[src/design/mtwdt_pkg.sv]
// Package with the transaction types and operation codes of the watchdog table.
`timescale 1ns / 1ps
package mtwdt_pkg;

  typedef enum logic [2:0] {
    OP_TICK   = 3'd0,
    OP_KICK   = 3'd1,
    OP_REMOVE = 3'd2,
    OP_CHECK  = 3'd3,
    OP_QUERY  = 3'd4
  } op_t;

  typedef struct packed {
    logic [2:0]  op;
    logic [7:0]  task_key;
    logic [31:0] holdoff_ticks;
  } in_t;

  typedef struct packed {
    logic       found;
    logic [7:0] expired_key;
    logic       is_alarmed;
    logic       table_full;
  } out_t;

endpackage

[src/design/multi_task_watchdog_table_unit.sv]
// Multi-task watchdog table: one input transaction gives exactly one result
// transaction. Tick and unused op codes go straight from acceptance to the
// FINISH state and the output register. Kick, remove, query and check walk
// the task table through one memory read port, one slot per cycle, with one
// shared key compare and one elapsed-time subtract-and-compare, stopping at
// the first hit (an expired slot for check) or after the last slot.
// The block takes one transaction at a time: in_ready is high only between
// transactions, while a finished result may still wait in the output register.
`timescale 1ns / 1ps
module multi_task_watchdog_table_unit #(
  parameter int ENTRIES   = 16,
  parameter int KEY_BITS  = 8,
  parameter int TIME_BITS = 32
) (
  input  logic             clk,
  input  logic             rst,
  input  logic             in_valid,
  output logic             in_ready,
  input  mtwdt_pkg::in_t   in_data,
  output logic             out_valid,
  input  logic             out_ready,
  output mtwdt_pkg::out_t  out_data
);
  import mtwdt_pkg::*;

  localparam int IDX_BITS = (ENTRIES > 1) ? $clog2(ENTRIES) : 1;
  localparam int CNT_BITS = $clog2(ENTRIES + 1);
  localparam logic [IDX_BITS-1:0] LAST_IDX = IDX_BITS'(ENTRIES - 1);
  localparam logic [CNT_BITS-1:0] SLOT_COUNT = CNT_BITS'(ENTRIES);

  typedef struct packed {
    logic [KEY_BITS-1:0]  key;
    logic [TIME_BITS-1:0] last;
    logic [TIME_BITS-1:0] holdoff;
    logic                 alarmed;
  } rec_t;

  typedef enum logic [1:0] {IDLE, SCAN, FINISH} state_t;

  state_t               state;
  logic [2:0]           op;
  logic [KEY_BITS-1:0]  key;
  logic [TIME_BITS-1:0] hold;
  logic [TIME_BITS-1:0] now_count;
  logic [ENTRIES-1:0]   entry_valid;
  logic [CNT_BITS-1:0]  rd_addr;
  logic [IDX_BITS-1:0]  rd_idx;
  logic                 rd_live;
  rec_t                 rd_data;
  logic [IDX_BITS-1:0]  free_slot;
  logic                 free_seen;
  out_t                 res;

  rec_t                 mem [ENTRIES];

  logic                 done;
  logic                 mem_we;
  logic [IDX_BITS-1:0]  mem_waddr;
  rec_t                 mem_wdata;
  logic                 valid_set;
  logic                 valid_clr;
  out_t                 res_next;
  logic                 slot_valid;
  logic                 hit;
  logic                 expire;
  logic                 last_eval;
  logic                 free_here;
  logic [TIME_BITS-1:0] gone;

  assign in_ready = (state == IDLE);

  // Shared evaluation of the slot whose record was read last cycle.
  always_comb begin
    slot_valid = rd_live && entry_valid[rd_idx];
    hit        = slot_valid && (rd_data.key == key);
    gone       = now_count - rd_data.last;
    expire     = slot_valid && !rd_data.alarmed && (gone >= rd_data.holdoff);
    last_eval  = rd_live && (rd_idx == LAST_IDX);
    free_here  = rd_live && !entry_valid[rd_idx] && !free_seen;

    done       = 1'b0;
    mem_we     = 1'b0;
    mem_waddr  = rd_idx;
    mem_wdata  = '{key: key, last: now_count, holdoff: hold, alarmed: 1'b0};
    valid_set  = 1'b0;
    valid_clr  = 1'b0;
    res_next   = res;

    if (state == SCAN) begin
      case (op)
        OP_KICK: begin
          if (hit) begin
            mem_we = 1'b1;
            done   = 1'b1;
          end else if (last_eval) begin
            done = 1'b1;
            if (free_seen || free_here) begin
              mem_we    = 1'b1;
              valid_set = 1'b1;
              mem_waddr = free_seen ? free_slot : rd_idx;
            end else begin
              res_next.table_full = 1'b1;
            end
          end
        end
        OP_REMOVE: begin
          if (hit) begin
            valid_clr = 1'b1;
            done      = 1'b1;
          end else if (last_eval) begin
            done = 1'b1;
          end
        end
        OP_QUERY: begin
          if (hit) begin
            res_next.is_alarmed = rd_data.alarmed;
            done                = 1'b1;
          end else if (last_eval) begin
            done = 1'b1;
          end
        end
        OP_CHECK: begin
          if (expire) begin
            mem_we               = 1'b1;
            mem_wdata            = rd_data;
            mem_wdata.alarmed    = 1'b1;
            res_next.found       = 1'b1;
            res_next.expired_key = 8'(rd_data.key);
            done                 = 1'b1;
          end else if (last_eval) begin
            done = 1'b1;
          end
        end
        default: begin
          done = 1'b1;
        end
      endcase
    end
  end

  always_ff @(posedge clk) begin
    if (mem_we) begin
      mem[mem_waddr] <= mem_wdata;
    end
    rd_data <= mem[rd_addr[IDX_BITS-1:0]];
  end

  always_ff @(posedge clk) begin
    if (rst) begin
      state       <= IDLE;
      now_count   <= '0;
      entry_valid <= '0;
      rd_live     <= 1'b0;
      free_seen   <= 1'b0;
      out_valid   <= 1'b0;
    end else begin
      if (out_valid && out_ready && state != FINISH) begin
        out_valid <= 1'b0;
      end
      case (state)
        IDLE: begin
          if (in_valid) begin
            op        <= in_data.op;
            key       <= KEY_BITS'(in_data.task_key);
            hold      <= TIME_BITS'(in_data.holdoff_ticks);
            rd_addr   <= '0;
            rd_live   <= 1'b0;
            free_seen <= 1'b0;
            res       <= '0;
            case (in_data.op) inside
              OP_TICK: begin
                now_count <= now_count + 1'b1;
                state     <= FINISH;
              end
              OP_KICK, OP_REMOVE, OP_CHECK, OP_QUERY: begin
                state <= SCAN;
              end
              default: begin
                state <= FINISH;
              end
            endcase
          end
        end
        SCAN: begin
          rd_idx  <= rd_addr[IDX_BITS-1:0];
          rd_live <= (rd_addr < SLOT_COUNT) && !done;
          if (rd_addr < SLOT_COUNT) begin
            rd_addr <= rd_addr + 1'b1;
          end
          if (free_here) begin
            free_seen <= 1'b1;
            free_slot <= rd_idx;
          end
          if (valid_set) begin
            entry_valid[mem_waddr] <= 1'b1;
          end
          if (valid_clr) begin
            entry_valid[rd_idx] <= 1'b0;
          end
          if (done) begin
            res   <= res_next;
            state <= FINISH;
          end
        end
        FINISH: begin
          // hold the result until the output register is free
          if (!out_valid || out_ready) begin
            out_data  <= res;
            out_valid <= 1'b1;
            state     <= IDLE;
          end
        end
        default: begin
          state <= IDLE;
        end
      endcase
    end
  end

endmodule

[config.mk]
export PLATFORM = sky130hd
export DESIGN_NAME = multi_task_watchdog_table_unit
export DESIGN_NICKNAME = d
export VERILOG_FILES = /design/src/design/mtwdt_pkg.sv /design/src/design/multi_task_watchdog_table_unit.sv
export SDC_FILE = /design/constraint.sdc
export NUM_CORES = 1
export LEC_CHECK = 0
export CORE_MARGIN = 2
export CORE_UTILIZATION = 50
export DETAILED_ROUTE_END_ITERATION = 12
export DONT_BUFFER_PORTS = 1
export PLACE_DENSITY = 0.7
export SYNTH_ARGS = -nofsm -noshare
export SYNTH_HDL_FRONTEND = slang
export SYNTH_SLANG_ARGS = --single-unit
[constraint.sdc]
create_clock -name clk -period 16.6 [get_ports clk]
set_input_delay 1.66 -clock clk [delete_from_list [all_inputs] [get_ports clk]]
set_output_delay 1.66 -clock clk [all_outputs]
set_load 0.03 [all_outputs]
=== Yosys cells after proc, flatten, opt, wreduce, memory -nomap -nowiden ===
Memory sizes are Yosys's and may differ from the RTL's. A register that Yosys moved wholly into a read port is not among the register bits.
Index checks and enable logic that the tools add are counted.
Widths: inputs -> output; s select.

* Logic and storage cells: 161
* Flip-flop bits (word level): 131
* Input port bits: 47
* Output and inout bits: 13
* Memories: 1
* Bits in writable memories: 1168

{| class="wikitable"
|+ Memories
! name !! words !! width !! read ports !! clocked after memory_dff !! write ports !! RTL line !! source
|-
| mem || 16 || 73 || 1 || 1 || 1 || multi_task_watchdog_table_unit.sv:54 || <nowiki>rec_t mem [ENTRIES];</nowiki>
|}

* Reductions and logical operators: 36
* Add/sub/neg operators: 3
* Equality and inequality tests: 26
* Magnitude comparators: 6
* Bitwise operators: 4
* Multiplexer cells: 65

{| class="wikitable"
|+ Operators by type and width
! kind !! count
|-
| $mux 73 || 3
|-
| $mux 16 || 4
|-
| $add 32x1->32 const B || 1
|-
| $ge 32x32->1 || 1
|-
| $sub 32x32->32 || 1
|-
| $mux 1 || 31
|-
| $mux 4 || 6
|-
| $mux 11 || 2
|-
| $pmux 11 s2 || 1
|-
| $ne 2x2->1 const B || 10
|-
| $mux 9 || 2
|-
| $reduce_and 3->1 || 6
|-
| $and 16x16->16 || 1
|-
| $not 16->16 || 1
|-
| $or 16x16->16 || 1
|-
| $eq 3x2->1 const B || 4
|-
| $logic_and 1x1->1 || 12
|-
| $reduce_and 6->1 || 2
|-
| $lt 4x5->1 const B || 2
|-
| $mux 2 || 5
|-
| $mux 5 || 2
|-
| $pmux 5 s2 || 1
|-
| $demux 1 s4 || 2
|-
| $eq 8x8->1 || 1
|-
| 23 further kinds || 38
|}

=== Depth between registers and ports, before layout ===
Gate-level depths: netlist of the first run.

* Depth after elaboration: 21
* Depth in mapped cells: 25
* Gate-level depth less buffers: 23

=== Worst setup path before layout of the first run ===
OpenSTA, ideal clock, no wires.

* Path type: reg2reg
* Start: register now_count[0]
* End: memory mem[6][0] (netlist bit), enable pin
* Data required time: 16.095 ns
* Stages on the path, launching flop included: 20
* Period minus slack after synthesis: 7.708 ns
* Slack: 8.892 ns
* Setup time: 0.505 ns
* Data arrival time: 7.203 ns
* Path buffers: 0
* Cells stage by stage: dfxtp_1 -> inv_1 -> ha_1 -> inv_1 -> fa_1 -> a21oi_1 -> o21ai_0 -> a211oi_1 -> nor4b_1 -> o221ai_1 -> o31ai_1 -> or4b_2 -> o211ai_1 -> ha_1 -> nand2_1 -> nor4_1 -> o211ai_1 -> a21oi_1 -> o221ai_1 -> nor2_1

* Cells in the longest elaborated chain, start to end: 8

{| class="wikitable"
|+ Ends and longest elaborated chain
! what !! RTL line !! source
|-
| start, declared || multi_task_watchdog_table_unit.sv:44 || <nowiki>logic [TIME_BITS-1:0] now_count;</nowiki>
|-
| start signal, assigned || multi_task_watchdog_table_unit.sv:172 || <nowiki>now_count <= now_count + 1'b1;</nowiki>
|-
| $sub 32x32->32 || multi_task_watchdog_table_unit.sv:76 || <nowiki>gone = now_count - rd_data.last;</nowiki>
|-
| $ge 32x32->1 || multi_task_watchdog_table_unit.sv:77 || <nowiki>expire = slot_valid && !rd_data.alarmed && (gone >= rd_data.holdoff);</nowiki>
|-
| $logic_and 1x1->1 || multi_task_watchdog_table_unit.sv:77 ||
|-
| $mux 1 || multi_task_watchdog_table_unit.sv:123 || <nowiki>if (expire) begin</nowiki>
|-
| $pmux 1 s2 || multi_task_watchdog_table_unit.sv:90 || <nowiki>case (op)</nowiki>
|-
| $mux 1 || multi_task_watchdog_table_unit.sv:89 || <nowiki>if (state == SCAN) begin</nowiki>
|-
| $mux 1 || multi_task_watchdog_table_unit.sv:142 || <nowiki>if (mem_we) begin</nowiki>
|-
| $mux 1 (not written as such) || multi_task_watchdog_table_unit.sv:143 || <nowiki>mem[mem_waddr] <= mem_wdata;</nowiki>
|-
| end, declared || multi_task_watchdog_table_unit.sv:54 ||
|}

Every way passes these cells.

==> results.md, run 1 <==
- Hpwl dp: around 64000 um
- Cts bufs inserted: 140
- Per-cell routed wire length: between 20 and 30 um
- Slew margin rel.: between 20% and 30%
- Clock Pin Slew Worst Setup and Hold Paths: 0.06 ns
- Die area: approximately 110000 um2
- Die height: between 300 and 400 um
- CP max stage cell: mux2i_1
- Inserted Diodes: 0
- CP Launch Type: flop
- Clk sinks: about 1400
- Setup slack after layout: about 8.7 ns
- Hold depth: 0
- WL final: approximately 120000 um
- NumNets Final: ~2800
- Area delta synth->final: 12.0%
- Synthesized net count: 2691
- Worst R2R Start: now_count[0]
- Reg2reg setup slack: roughly 8.7 ns
- Initial DRC count: roughly 2800
- Measured slew at the worst slew-check pin: ~1.1 ns
- Post-CTS Resized: 0
- Die width: around 330 um
- Post-synthesis cell area: between 50000 and 60000 um2
- Num ports: 60
- CP cell instances: inv_1 > ha_1 > inv_1 > fa_1 > a21oi_1 > o21ai_0 > a211oi_1 > nor4b_1 > o221ai_1 > o31ai_1 > or4b_2 > o211ai_1 > ha_1 > nand2_1 > nor4_1 > o211ai_1 > a21oi_1 > buf_4 > and2_4 > buf_4 > mux2i_1
- Switch Pwr: about 1.5 mW
- Post-CTS Setup Repair Bufs: 0
- Count leader, synth: edfxtp_1
- First-pass GRT wire length: ~170000 um
- Port buffer count: 0
- Clk_lat worst skew: approximately 0.76 ns
- 1st-pass router iterations: 6
- Met1 Wirelength: ~48000 um
- Tmin final: 7.91 ns
- Vias in the first global route: 26400
- RSZ-0062 raised after global routing: false
- CTS tree: built
- DRT antenna net count: 0
- Footprint of the multi-input gates: 13200 um2
- R2r endpoint: mem[8][56]
- Switching share of power: approximately a fifth
- Uppermost layer routed: met5
- Slew Limit Fails: 0
- Final GP Congestion: between 0.8 and 0.9
- Worst Hold Class: reg2reg
- Run status: completed
- Clock share of power: 43.6%
- Worst endpoint data arrival time: around 8.3 ns
- FILL cells: around 7600
- Layout cells sized above 1: between 20% and 30%
- # setup viols final: 0
- Crit path kind: reg2reg
- Max cap viols: 0
- GRT Total Usage: a little over a fifth
- Antenna violations before repair: 1
- Vias per cell: 6.14
- Routed met3 length: between 7000 and 8000 um
- Hold Violations, Final: 0
- Synth cell count leaders: edfxtp_1 (1246), mux4_2 (368), dfxtp_1 (126)
- Core Box Area: roughly 110000 um2
- Total Power: about 7.1 mW
- Clock Path Buffers: 3
- Worst EP required: around 17 ns
- Row count: 120
- Drt drc: 0
- WL met2: roughly 58000 um
- Gate Count Post-Synth: roughly 2600
- Clock root buffer master: clkbuf_16
- Ys flop type: edfxtp_1
- Peak Freq: roughly 0.13 GHz
- Register area share after synthesis: 74.4%
- Post-route setup TNS: 0 ns
- Crit-path max FO: 50
- EDFF count, synth: between 1000 and 1500
- Hold_buf cts: 0
- Syn avg cell area: 20.8 um2
- Synth warnings: 0
- CP endpoint kind: flop
- LEAKAGE: 17.9 nW
- Sequential share of power: a little over half
- Largest cells by area after synthesis: edfxtp_1 (70%), mux4_2 (15%), dfxtp_1 (4.7%), ha_1 (1.5%), mux2_2 (1.4%)
- Synth area leader: edfxtp_1
- Yosys cell types: 60
- Power share of the combinational group: about 3.3%
- Power Dens Cells: ~120 nW/um2
- Maximum VDD drop: roughly 100 uV
- Final period utilization: about 48%
- FF/Latch Area: 39900 um2
- Cells on worst reg2reg path: 21
- Crit path largest cell delay: 0.93 ns
- Grt ovf: 0
- Htree depth: 4
- Initial core utilization: ~50%
- Place WS: around 8.9 ns
- Cell Int Power: ~5.6 mW
- Dpl cells: 3914
- Largest net degree at the start of global routing: between 150 and 200
- Synth async-reset ratio: 0%
- Synth Register Bits: between 1000 and 1500
- WHS Endpoint: out_data[6]
- Worst Skew: 0.0331 ns
- Layout Cells excl Fill: between 4000 and 5000
- Vias post-DR: between 20000 and 30000
- Hold Startpoint: res[6]
- Top-area cell type share of the netlist area: a little over two thirds
## power groups by stage
stage               clock network (mW)  registers [mW]  logic [mW]
floorplan                            0            3.85       0.180
global placement                     0            3.87       0.232
detailed placement                   0            3.87       0.238
CTS                               3.17            3.79       0.239
global route                      3.30            3.79       0.255
finish                            3.12            3.79       0.235
## state kept, by name (all words and copies together), names as in the netlist, 8 cells and up
name	flops
mem	1168
rd_data	73
hold	32
now_count	32
entry_valid	16
out_data	11
res	11
key	8
## worst max-delay path by stage
| stage | start | end | slack [ns] | cells after the start |
|---|---|---|---|---|
| floorplan | now_count[0] | mem[6][0] | 8.89 | 19 |
| global placement | now_count[0] | mem[1][60] | 9.01 | 21 |
| detailed placement | now_count[0] | mem[10][56] | 8.90 | 21 |
| CTS | now_count[0] | mem[1][51] | 8.85 | 21 |
| global route | now_count[0] | mem[4][56] | 8.23 | 21 |
| finish | now_count[0] | mem[8][56] | 8.69 | 21 |
## layout by cell type (no fill, tap or decap), types with 9 or more instances in the layout
cell type	n
clkbuf_1	39
clkbuf_16	140
xnor2_1	27
or3_1	9
xor2_1	35
nor2b_1	15
o21ai_0	30
nand2b_1	11
clkbuf_8	14
mux4_2	368
a211oi_1	17
nor2_1	68
buf_4	39
and2_1	17
dfxtp_1	126
inv_1	79
nand2_1	44
nand3_1	20
clkinv_1	16
ha_1	65
nor2_4	17
nand4_1	18
clkinv_2	20
edfxtp_1	1246
a21oi_1	59
a21o_1	23
mux2_2	69
## cells by family after synthesis
family | count (synthesis) | synth area share, %
DFF | 1372 | 74.4
muxes | 445 | 17.1
and+or+nand+nor | 270 | 2.59
buffers and inverters | 187 | 1.34
AOI/OAI and AO/OA | 176 | 2.07
adders and majority gates | 66 | 1.55
xor gates and xnor gates | 62 | 1.01
## per-stage QoR
step | cell area (um2) | utilization [%] | hold slack (ns)
4_1_cts | 60200 | 56.4 | 0.420
6_report | 60200 | 56.4 | 0.421
2_1_floorplan | 53700 | - | 0.400
5_1_grt | 60200 | 56.4 | 0.434
3_5_place_dp | 55500 | 52.0 | 0.406
3_3_place_gp | 55500 | 52.0 | 0.405
## cell type report
class / count / share of cell area (%)
Multi-Input combinational cell: 1019 / 21.9
Inverter: 79 / 0.493
Timing Repair Buffer: 41 / 0.553
Tap cell: 1403 / 2.92
Sequential cell: 1372 / 66.4
Clock buffer: 193 / 6.38
Clock inverter: 67 / 1.36
## metal layers
| metal | GRT usage, % | vias to the layer above |
|---|---|---|
| met4 | 5.47 | 2 |
| met2 | 35.1 | 1017 |
| met1 | 29.3 | 13700 |
| met3 | 3.90 | 171 |
| met5 | 0 | - |
| li1 | - | 10800 |
## worst max-delay path, delay by kind of cell, from the launching register on
| family | cells | cell delay (ns) |
|---|---|---|
| buffers and inverters | 4 | 1.15 |
| DFF | 1 | 0.43 |
| AOI/OAI and AO/OA | 8 | 1.95 |
| and+or+nand+nor | 5 | 2.41 |
| muxes | 1 | 0.93 |
| adders and majority gates | 3 | 0.58 |
(Power assumes the default switching activity.)
==> run 2: changes to the inputs <==
Settings changed: PLACE_DENSITY 0.7 to 0.73.
Clock period 16.6 ns to 7.15 ns, I/O delays scaled along.
==> run 2 against run 1 <==
Non-clock buffer count grew 17. Core utilization grew 0.22 points. Critical path depth is 1 lower. Clock skew is 0.0041 ns lower. Global-route usage rose by 0.70 points. Critical path type unchanged.
==> results.md, run 2 (synthesized netlist as in run 1, its figures left out) <==
- Run status: completed
- Maximum VDD drop: 192 uV (+93%)
- Area delta synth->final: 12.5%
- LEAKAGE: 18.0 nW (+0.40%)
- Largest registers: mem x1168, rd_data x73
- Initial DRC count: 3028 (+9.7%)
- Largest net degree at the start of global routing: 132 (-15%)
- Core Box Area: 107000 um2 (unchanged)
- RSZ-0062 raised after global routing: false
- CTS tree: built
- Hold_buf cts: 0 (unchanged)
- Clk sinks: 1372 (unchanged)
- # setup viols final: 0 (unchanged)
- Slew margin rel.: 11.4% (-13 points)
- First-pass GRT wire length: 176000 um (+2.2%)
- Vias per cell: 6.20 (+0.92%)
- Per-cell routed wire length: 28.5 um (+2.9%)
- Measured slew at the worst slew-check pin: 1.29 ns (+0.163 ns)
- Die width: 332 um (unchanged)
- Post-CTS Setup Repair Bufs: 0 (unchanged)
- Crit path largest cell delay: 1.08 ns (+0.15 ns)
- Power share of the combinational group: 3.4% (about the same)
- Tmin final: 6.53 ns (-1.38 ns)
- Num ports: 60 (unchanged)
- Clock share of power: 42.7% (-0.9 points)
- Peak Freq: 0.153 GHz (+21%)
- Die area: 110000 um2 (unchanged)
- Clock root buffer master: clkbuf_16
- Worst endpoint data arrival time: 6.89 ns (-1.43 ns)
- WL final: 119000 um (+3.1%)
- Port buffer count: 0 (unchanged)
- Worst Hold Class: in2reg
- CP cell instances: inv_1 > ha_1 > inv_1 > fa_1 > a21oi_1 > o21ai_0 > a211oi_1 > nor4b_1 > o221ai_1 > o31ai_1 > or4b_2 > o211ai_1 > ha_1 > nand2_1 > nor4_1 > o211ai_1 > a21oi_1 > buf_4 > and2_4 > mux2i_1
- FILL cells: 7519 (-1.5%)
- Most common cell after layout, fill and taps aside: edfxtp_1
- Cell Int Power: 13.0 mW (+130%)
- Final period utilization: 91.3% (+44 points)
- Hold Violations, Final: 0 (unchanged)
- WP depth: 20 (-4.8%)
- Final core utilization: 56.6% (+0.22 points)
- Switching share of power: 20.4% (-0.76 points)
- Worst EP required: 7.51 ns (-9.50 ns)
- Layout cells sized above 1: 26.1% (+0.19 points)
- GRT Total Usage: 21.9% (+0.70 points)
- Worst Skew: 0.0290 ns (-0.00412 ns)
- Place WS: 0.657 ns (-8.24 ns)
- CP Launch Type: flop
- Crit-path max FO: 19 (-62%)
- Antenna violations before repair: 3 (+2)
- Initial core utilization: 50.3% (unchanged)
- Post-CTS Resized: 0 (unchanged)
- Crit path kind: reg2reg
- NumNets Final: 2780 (+0.51%)
- Buf/Inv on CP: 3 (-1)
- Clock Path Buffers: 3 (unchanged)
- Reg2reg setup slack: 0.62 ns (-8.07 ns)
- CP top delay family: simple AND/OR/NAND/NOR gates
- DRT antenna net count: 0 (unchanged)
- Grt ovf: 0 (unchanged)
- Cts bufs inserted: 137 (-2.1%)
- CP max stage cell: mux2i_1
- Largest register FFs: 1168 (unchanged)
- Setup slack after layout: 0.623 ns (-8.07 ns)
- Hpwl dp: 64200 um (+0.46%)
- Htree depth: 4 (unchanged)
- Clock Pin Slew Worst Setup and Hold Paths: 0.06 ns (about the same)
- Most frequent cells in the layout: edfxtp_1 (1246), mux4_2 (368), clkbuf_16 (140)
- Power Dens Cells: 270 nW/um2 (+130%)
- Hold depth: 1 (+1)
- Switch Pwr: 3.32 mW (+120%)
- Vias post-DR: 25900 (+1.1%)
- Clk_lat worst skew: 0.75 ns (about the same)
- Biggest register: mem
- Drt drc: 0 (unchanged)
- Row count: 120 (unchanged)
- Slew Limit Fails: 0 (unchanged)
- Vias in the first global route: 26600 (+0.76%)
- Die height: 332 um (unchanged)
- Max cap viols: 0 (unchanged)
- CP endpoint kind: flop
- Final GP Congestion: 0.870 (-2.0%)
- 1st-pass router iterations: 6 (unchanged)
- Sequential share of power: 54.0% (+0.9 points)
- Cells on worst reg2reg path: 20 (-4.8%)
## run 2: layout make-up
cell class              instances  area (um2)  area share (%)
flip-flops and latches       1372       39900            66.1
multi-input cells            1019       13200            21.8
clock buffers                 183        3770            6.25
well taps                    1403        1760            2.91
repair buffers                 58         861            1.42
clock inverters                67         593           0.982
inverters                      79         297           0.491
diodes                          2        5.00         0.00828
## run 2: routing by layer
layer | share of wire [%] | track usage [%] | vias up
li1 | - | - | 10800
met1 | 39 | 29.6 | 13800
met2 | 50 | 35.7 | 1145
met3 | 8.0 | 4.37 | 215
met4 | 3.2 | 7.98 | 2
met5 | 0.010 | 0 | -
## run 2: metrics by stage
step / area, um2 / hold slack (ns) / total power [mW] / std cells / setup TNS, ns
2_1_floorplan: 53700 / 0.400 / 9.35 / 2578 / -615.47
3_3_place_gp: 56000 / 0.405 / 9.51 / 3931 / 0
3_5_place_dp: 56000 / 0.405 / 9.52 / 3931 / 0
4_1_cts: 60400 / 0.0128 / 16.4 / 4181 / 0
5_1_grt: 60400 / 0.0179 / 16.8 / 4181 / 0
6_report: 60400 / 0.0453 / 16.3 / 4183 / 0
## run 2: path summary, 6_finish.rpt
path | from | endpoint
min reg2reg | res[7] | out_data[7]
max reg2reg | now_count[0] | mem[10][56]
min | rst | state[0]
max | now_count[0] | mem[10][56]
## run 2: worst register-to-register path: cells and delay by family (launching register included)
kind	cells	cell delay [ns]
buf+inv	3	0.37
compound gates	8	1.77
mux	1	1.10
simple gates	5	1.91
fa+ha+maj	3	0.57
flops	1	0.44
## run 2: power groups by stage
stage | sequential, mW | clock [mW] | combinational, mW
2_1_floorplan | 8.93 | 0 | 0.417
3_3_place_gp | 8.97 | 0 | 0.536
3_5_place_dp | 8.97 | 0 | 0.552
4_1_cts | 8.80 | 7.09 | 0.556
5_1_grt | 8.80 | 7.40 | 0.594
6_report | 8.80 | 6.96 | 0.548
